--- config.mk ---
export PLATFORM = sky130hd
export DESIGN_NAME = bfdh_mod_unit
export DESIGN_NICKNAME = d
export VERILOG_FILES = /design/src/hdl/bloom_filter_double_hash_assert.svh /design/src/hdl/bfdh_pkg.sv /design/src/hdl/bfdh_mod_unit.sv
export SDC_FILE = /design/constraint.sdc
export NUM_CORES = 1
export LEC_CHECK = 0
export BUFFER_PORTS_ARGS = -buffer_cell sky130_fd_sc_hd__buf_2
export CAP_MARGIN = 10
export CORE_MARGIN = 3
export CORE_UTILIZATION = 35
export CTS_CLUSTER_SIZE = 16
export DETAILED_ROUTE_END_ITERATION = 10
export HOLD_SLACK_MARGIN = 0.1
export PLACE_DENSITY_LB_ADDON = 0.08
export REMOVE_ABC_BUFFERS = 1
export SLEW_MARGIN = 20
export SYNTH_ARGS = -nofsm -noshare
export SYNTH_HDL_FRONTEND = slang
export SYNTH_SLANG_ARGS = --single-unit
--- constraint.sdc ---
create_clock -name clk -period 8 [get_ports clk]
set_input_delay 1.6 -clock clk [delete_from_list [all_inputs] [get_ports clk]]
set_output_delay 1.6 -clock clk [all_outputs]
set_load 0.05 [all_outputs]
--- src/hdl/bloom_filter_double_hash_assert.svh ---
// Assertion macros used by the bloom filter top level.
`ifndef BLOOM_FILTER_DOUBLE_HASH_ASSERT_SVH
`define BLOOM_FILTER_DOUBLE_HASH_ASSERT_SVH
`ifndef SYNTHESIS
// Same-cycle implication, checked on every rising edge outside reset.
`define BFDH_ASSERT_NOW(lbl, pre, post, msg) \
	lbl: assert property (@(posedge clk) disable iff (!arst_n) (pre) |-> (post)) \
		else $error(msg);
// Next-cycle implication, checked on every rising edge outside reset.
`define BFDH_ASSERT_NEXT(lbl, pre, post, msg) \
	lbl: assert property (@(posedge clk) disable iff (!arst_n) (pre) |=> (post)) \
		else $error(msg);
`else
`define BFDH_ASSERT_NOW(lbl, pre, post, msg)
`define BFDH_ASSERT_NEXT(lbl, pre, post, msg)
`endif
`endif

--- src/hdl/bfdh_pkg.sv ---
// Shared constants and types of the double-hash bloom filter.
package bfdh_pkg;

	// Capacity
	localparam int MAX_BITS   = 4096;
	localparam int MAX_HASHES = 16;

	// Index and modulus widths
	localparam int IDX_W = $clog2(MAX_BITS);
	localparam int M_W   = IDX_W + 1;
	localparam int K_W   = $clog2(MAX_HASHES + 1);

	// Bit store organized as rows
	localparam int ROW_W    = 16;
	localparam int ROW_BITS = $clog2(ROW_W);
	localparam int ROWS     = MAX_BITS / ROW_W;
	localparam int ROW_AW   = $clog2(ROWS);

	// Hash reduction: DIG dividend bits per cycle
	localparam int HASH_W = 64;
	localparam int DIG    = 4;
	localparam int STEPS  = HASH_W / DIG;
	localparam int STEP_W = $clog2(STEPS);

	// Configuration port
	localparam int BC_W       = 13;
	localparam int HC_W       = 5;
	localparam int CFG_DATA_W = 13;
	localparam int CFG_IDX_W  = 2;
	localparam logic [CFG_IDX_W-1:0] REG_BIT_COUNT  = 2'd0;
	localparam logic [CFG_IDX_W-1:0] REG_HASH_COUNT = 2'd1;
	localparam logic [BC_W-1:0] BIT_COUNT_RST  = 13'd4096;
	localparam logic [HC_W-1:0] HASH_COUNT_RST = 5'd7;

	// Operation codes
	localparam logic KIND_INSERT = 1'b0;
	localparam logic KIND_QUERY  = 1'b1;

	// Remainders of the two hashes and of 2^64, all modulo the bit count
	typedef struct packed {
		logic [IDX_W-1:0] ra;
		logic [IDX_W-1:0] rb;
		logic [IDX_W-1:0] rc;
	} mod_res_t;

	// One cycle of traffic to the bit store
	typedef struct packed {
		logic [ROW_AW-1:0] raddr;
		logic              we;
		logic [ROW_AW-1:0] waddr;
		logic [ROW_W-1:0]  wdata;
	} mem_req_t;

endpackage

--- src/hdl/bfdh_mod_unit.sv ---
// Iterative reduction of both hashes and of 2^64 modulo the bit count.
module bfdh_mod_unit import bfdh_pkg::*; (
	input  logic              clk,
	input  logic              arst_n,
	input  logic              start,
	input  logic [M_W-1:0]    m,
	input  logic [HASH_W-1:0] a,
	input  logic [HASH_W-1:0] b,
	output logic              done,
	output mod_res_t          res
);

	logic [HASH_W-1:0] a_q, b_q;
	logic [IDX_W-1:0]  ra_q, rb_q, rc_q;
	logic [M_W-1:0]    m_q;
	logic [STEP_W-1:0] step_q;
	logic              busy_q, done_q;
	logic [IDX_W-1:0]  ra_n, rb_n, rc_n;

	// Shift one dividend bit into a remainder, subtract once if it reaches m
	function automatic logic [IDX_W-1:0] shift_in(input logic [IDX_W-1:0] r,
			input logic bit_in, input logic [M_W-1:0] mod);
		logic [IDX_W:0] t;
		t = {r, bit_in};
		if (t >= mod)
			t = t - mod;
		return t[IDX_W-1:0];
	endfunction

	// Take DIG bits from the top of each dividend in this cycle
	always_comb begin
		ra_n = ra_q;
		rb_n = rb_q;
		rc_n = rc_q;
		for (int d = 0; d < DIG; d++) begin
			ra_n = shift_in(ra_n, a_q[HASH_W-1-d], m_q);
			rb_n = shift_in(rb_n, b_q[HASH_W-1-d], m_q);
			rc_n = shift_in(rc_n, 1'b0, m_q);
		end
	end

	// Control: busy until the last of the STEPS steps, then a done pulse
	always_ff @(posedge clk or negedge arst_n) begin
		if (!arst_n) begin
			busy_q <= 1'b0;
			done_q <= 1'b0;
			step_q <= '0;
		end else begin
			done_q <= 1'b0;
			if (start) begin
				busy_q <= 1'b1;
				step_q <= '0;
			end else if (busy_q) begin
				step_q <= step_q + 1'b1;
				if (step_q == STEP_W'(STEPS - 1)) begin
					busy_q <= 1'b0;
					done_q <= 1'b1;
				end
			end
		end
	end

	// Datapath: load on start, advance while busy
	always_ff @(posedge clk) begin
		if (start) begin
			a_q  <= a;
			b_q  <= b;
			m_q  <= m;
			ra_q <= '0;
			rb_q <= '0;
			// leading one of 2^64, already reduced
			rc_q <= (m == M_W'(1)) ? '0 : IDX_W'(1);
		end else if (busy_q) begin
			a_q  <= a_q << DIG;
			b_q  <= b_q << DIG;
			ra_q <= ra_n;
			rb_q <= rb_n;
			rc_q <= rc_n;
		end
	end

	assign done   = done_q;
	assign res.ra = ra_q;
	assign res.rb = rb_q;
	assign res.rc = rc_q;

endmodule

==> impl_metrics.ini, run 1 <==
[outcome]
status = complete, no violations

[logic_synthesis]
synthTopCellsByCount = mux2_2 (158), ha_1 (154), edfxtp_1 (153)
yosysTopAreaCell = edfxtp_1
synth-adder-area-share = 0.135
ys.warnings.count = 0
synth.distinct_cells = 74
async_reset_ff_frac = 0.0328
synthXorXnorAreaFrac = 0.0596
synth_top_family_by_area = compound AO/OA/AOI/OAI gates
synthFlopType = edfxtp_1
synth_compound_area_frac = 0.176
synthSimpleGateAreaFrac = 0.134
ys_seq_elements = 183
synth_area_per_cell_um2 = 9.72
synth_edf_count = 153
ys_seq_area_frac = 0.335
netlist_area_mm2 = 0.0156
syn_inst = 1603
yosysMostFrequentCell = mux2_2
synth_top_area_share = 0.295
synth_mux_area_frac = 0.127
synth_area_leaders = edfxtp_1 (29%), ha_1 (12%), mux2_2 (11%)

[clock_network]
clock-sinks = 183
cts_max_path_buffers = 2
worstSkewPairLatency_ps = 470
htreeDepth = 4
cts-hold-fix-buffers = 0
root_buffer = clkbuf_16
cts_tree = yes
cts_buffers = 17
clk_pin_slew_ps = 80

[setup_path]
critical_path_required_ps = 8380
crit_start = m_q[8]
reg2reg_depth = 38
cp_slowest_cell = a311o_2
worst-path-stages = 38
cp.arrival_ps = 8150
path_class = reg2reg
end_kind = flip-flop
worstSetupStartpointType = flip-flop
worstPathMaxFanout = 10
crit_family = compound AO/OA/AOI/OAI gates
cpPeakStageDelay_ps = 440
path_buf_inv = 8
path_common_cell = buf_4
r2r-start = m_q[8]

[sta]
fmax_ghz = 0.129
slew_viol_final = 0
fin_crit_sh = 0.970
fin_skew_ps = 11.5
setup_viol = 0
final-hold-violation-count = 0
tightestPinTransition_ps = 1090
setup_tns_ps = 0
fin_crit_ps = 7760
slew_headroom = 0.270

[finish]
multiInputGateArea_mm2 = 0.0105
num_antenna_cells = 0
regArea_mm2 = 0.00523
layout.nets = 2268
drive_gt1_frac = 0.362
fillers = 4353
syn2layout_area_growth_pct = 27.9

[placed_design]
gp_congestion = 0.952
dp_hpwl_mm = 39.2
numPortBuffers = 180

[floorplan]
rows = 76
core_area_mm2 = 0.0436
chipHeight_um = 217
initial_utilization = 0.358
die_area_mm2 = 0.0471
io_pins = 181
die_x_um = 217

[global_routing]
grt_pass1_vias = 13495
grtUsageTotal = 0.210
grt_pass1_wl_mm = 77.0
grt_max_degree = 77
grtUsageMet2 = 0.358
grt_overflow = 0
grt_use_met3 = 0.0302
grt.busiest_layer = met2
use_met1 = 0.281
antenna_found_initial = 0

[route]
drcViolationCount = 0
drt-initial-drc-count = 873
vias = 13795
viasPerCell = 5.39
wl_per_cell_um = 19.8
ant_nets = 0
wl_mm = 50.7
drt_pass1_iterations = 5

[hold_path]
min_from = b_q[12]
hold_path_depth = 1
hold_path.class = reg2reg

[job]
cap_viol_max_count = 0
[layout make-up]
| cell class | count | area share |
|---|---|---|
| Clock buffer | 18 | 0.0215 |
| Sequential cell | 183 | 0.262 |
| Clock inverter | 14 | 0.00817 |
| Inverter | 74 | 0.0142 |
| Tap cell | 585 | 0.0367 |
| Timing Repair Buffer | 389 | 0.132 |
| Multi-Input combinational cell | 1296 | 0.525 |
[flip-flops by register name (all words and copies together), names as in the netlist]
register / count
a_q: 64
b_q: 64
busy_q: 1
done: 1
m_q: 13
ra_q: 12
rb_q: 12
rc_q: 12
step_q: 4
[through the flow]
stage	hold WS (ps)	cells	instance area (um^2)	utilization	setup WS [ps]
finish	545	2559	19900	0.457	238
global route	564	2559	19900	0.457	-106
CTS	550	2543	19300	0.442	4.04
detailed placement	534	2510	18600	0.427	-478
global placement	526	2510	18600	0.427	-525
floorplan	505	1553	15400	-	-1300
[path summary, 6_finish.rpt]
path	endpoint	slack, ps
hold / removal	b_q[16]	550
setup / recovery	rb_q[6]	240
min in group asynchronous	step_q[3]	950
setup reg to reg	rb_q[6]	240
max in group asynchronous	busy_q	6910
hold reg to reg	b_q[16]	550
[routing by layer]
layer,vias to the layer above,part of all wire
met3,57,0.045
met2,345,0.49
met4,0,0.019
li1,6780,-
met5,-,0
met1,6613,0.45
[kinds of logic after synthesis]
logic type	after synthesis
buffers and inverters	124
AO/OA/AOI/OAI	417
flip-flops	183
adder cells (fa/ha/maj)	163
multiplexers	177
AND/OR/NAND/NOR	433
XOR/XNOR	106
[cells in the final DEF (no fill, tap or decap), types with 15 or more instances in the layout]
master / instances
buf_4: 192
buf_2: 180
mux2_2: 158
edfxtp_1: 153
ha_1: 136
nor2_1: 117
a21oi_1: 104
nand2_1: 101
inv_1: 71
xnor2_1: 65
o21ai_0: 58
xor2_1: 41
a21o_1: 38
nor3_1: 37
nand3_1: 29
dfxtp_1: 24
nand4_1: 20
a21oi_2: 19
o21a_1: 19
nand2b_1: 19
nor2b_1: 18
clkbuf_16: 18
a31oi_1: 16
o211ai_1: 15
[repair_timing]
action                                  in CTS  in global routing
endpoints found under the setup margin      33                 36
buffers inserted                             1                 13
gates cloned                                 0                  3
pin swaps                                    0                 23
gates resized for setup                     17                124
Power of run 1 is left out: the tool's default activity adds up to more than one toggle a clock period on the data nets, which glitch-free logic cannot reach.
==> run 2, diff against run 1 <==
--- a/config.mk
+++ b/config.mk
@@ -7,7 +7,9 @@
 export LEC_CHECK = 0
 export BUFFER_PORTS_ARGS = -buffer_cell sky130_fd_sc_hd__buf_2
 export CAP_MARGIN = 10
-export CORE_MARGIN = 3
+export CELL_PAD_IN_SITES_DETAIL_PLACEMENT = 1
+export CELL_PAD_IN_SITES_GLOBAL_PLACEMENT = 1
+export CORE_MARGIN = 2
 export CORE_UTILIZATION = 35
 export CTS_CLUSTER_SIZE = 16
 export DETAILED_ROUTE_END_ITERATION = 10
==> constraint.sdc (replaced) <==
create_clock -name clk -period 7.8 [get_ports clk]
set_input_delay 1.56 -clock clk [delete_from_list [all_inputs] [get_ports clk]]
set_output_delay 1.56 -clock clk [all_outputs]
set_load 0.05 [all_outputs]
==> run 2 against run 1 <==
Against the previous run:
- first-iteration DRC count is 10% lower
- routed wire length is 16% higher
- worst hold slack better by 4.0 ps
- critical path type unchanged
- non-clock buffer count is 221 higher
==> impl_metrics.ini, run 2 (same netlist as run 1, synthesis figures left out) <==
[outcome]
status = complete, no violations

[floorplan]
chipHeight_um = 215
die_x_um = 215
rows = 77
initial_utilization = 0.354
core_area_mm2 = 0.0440
die_area_mm2 = 0.0462
io_pins = 181

[setup_path]
cp_slowest_cell = edfxtp_1
worstSetupStartpointType = flip-flop
path_common_cell = buf_4
cpPeakStageDelay_ps = 390
path_class = reg2reg
critical_path_required_ps = 8180
worstPathMaxFanout = 5
end_kind = flip-flop
cp.arrival_ps = 8090

[sta]
fin_worst_hold_slack_ps = 549
tightestPinTransition_ps = 900
fmax_ghz = 0.130
setup_ws_ps = 83.7
setup_viol = 0
rsz0062_at_grt = yes
slew_viol_final = 0
fin_crit_sh = 0.989
setup_tns_ps = 0
fin_crit_ps = 7720
fin_skew_ps = 12.0
final-hold-violation-count = 0
slew_headroom = 0.400

[clock_network]
cts-hold-fix-buffers = 0
cts_buffers = 17
clk_pin_slew_ps = 70
root_buffer = clkbuf_16
cts_tree = yes
clock-sinks = 183
cts_max_path_buffers = 2
htreeDepth = 4
worstSkewPairLatency_ps = 460

[finish]
drive_gt1_frac = 0.454
fillers = 4967
layout.nets = 2490
final_cell_mix = buf_4 (405), buf_2 (179), mux2_2 (155)
layout_commonest_cell = buf_4
largestRegisters = a_q: 64 flops, b_q: 64 flops, m_q: 13 flops
syn2layout_area_growth_pct = 42.0

[route]
wl_mm = 58.6
wl_per_cell_um = 21.0
viasPerCell = 5.39
drt-initial-drc-count = 784
drcViolationCount = 0
vias = 15040
drt_pass1_iterations = 5
ant_nets = 0

[global_routing]
grt_overflow = 0
grt_pass1_vias = 16076
grt_pass1_wl_mm = 89.2
grt_max_degree = 72
grtUsageTotal = 0.248
antenna_found_initial = 6

[hold_path]
hold_path.class = reg2reg

[placed_design]
place_ws_ps = -628
numPortBuffers = 180
dp_hpwl_mm = 45.9
gp_congestion = 0.905

[job]
cap_viol_max_count = 0
## run 2: worst paths after layout
kind                         start         to  slack [ps]  cells after the start
min                        b_q[30]    b_q[34]         550                      1
min reg2reg                b_q[30]    b_q[34]         550                      1
min in group asynchronous   arst_n  step_q[3]         920                      1
max in group asynchronous   arst_n     busy_q        6740                      1
max                         m_q[0]    rb_q[6]          80                     37
max reg2reg                 m_q[0]    rb_q[6]          80                     37
## run 2: through the flow
stage,instances,utilization,area [um^2]
finish,2791,0.502,22100
global route,2790,0.502,22100
CTS,2755,0.477,21000
detailed placement,2715,0.456,20100
global placement,2715,0.456,20100
floorplan,1553,-,15400
## run 2: layout make-up
| cell class | count | area [um^2] | area share |
|---|---|---|---|
| multi-input cells | 1297 | 10900 | 0.494 |
| flip-flops and latches | 183 | 5230 | 0.236 |
| repair buffers | 610 | 4370 | 0.198 |
| well taps | 592 | 741 | 0.0335 |
| clock buffers | 19 | 433 | 0.0196 |
| inverters | 74 | 283 | 0.0128 |
| clock inverters | 13 | 145 | 0.00656 |
| diodes | 3 | 7.51 | 0.000339 |
## run 2: per-layer routing
metal  global-route usage  vias up  part of all wire
li1                     -     7223                 -
met1                0.311     7431              0.45
met2                0.423      282              0.48
met3               0.0412       98             0.035
met4                0.104        6             0.035
met5                    0        -           0.00061
## run 2: what timing repair did
| action | 4_1_cts | 5_1_grt |
|---|---|---|
| resized for setup | 58 | 182 |
| setup endpoints to repair | 36 | 36 |
| cloned | 1 | 3 |
| hold endpoints to repair | 0 | 0 |
| pin swaps | 12 | 87 |
| setup buffers | 7 | 30 |
## run 2: critical path, delay by kind of cell, from the launching register on
kind | cells | cell delay [ps]
flops | 1 | 390
buf+inv | 8 | 1210
mux | 1 | 380
fa+ha+maj | 4 | 1040
compound gates | 16 | 3430
simple gates | 8 | 1160
Power of run 2 is left out for the same reason.
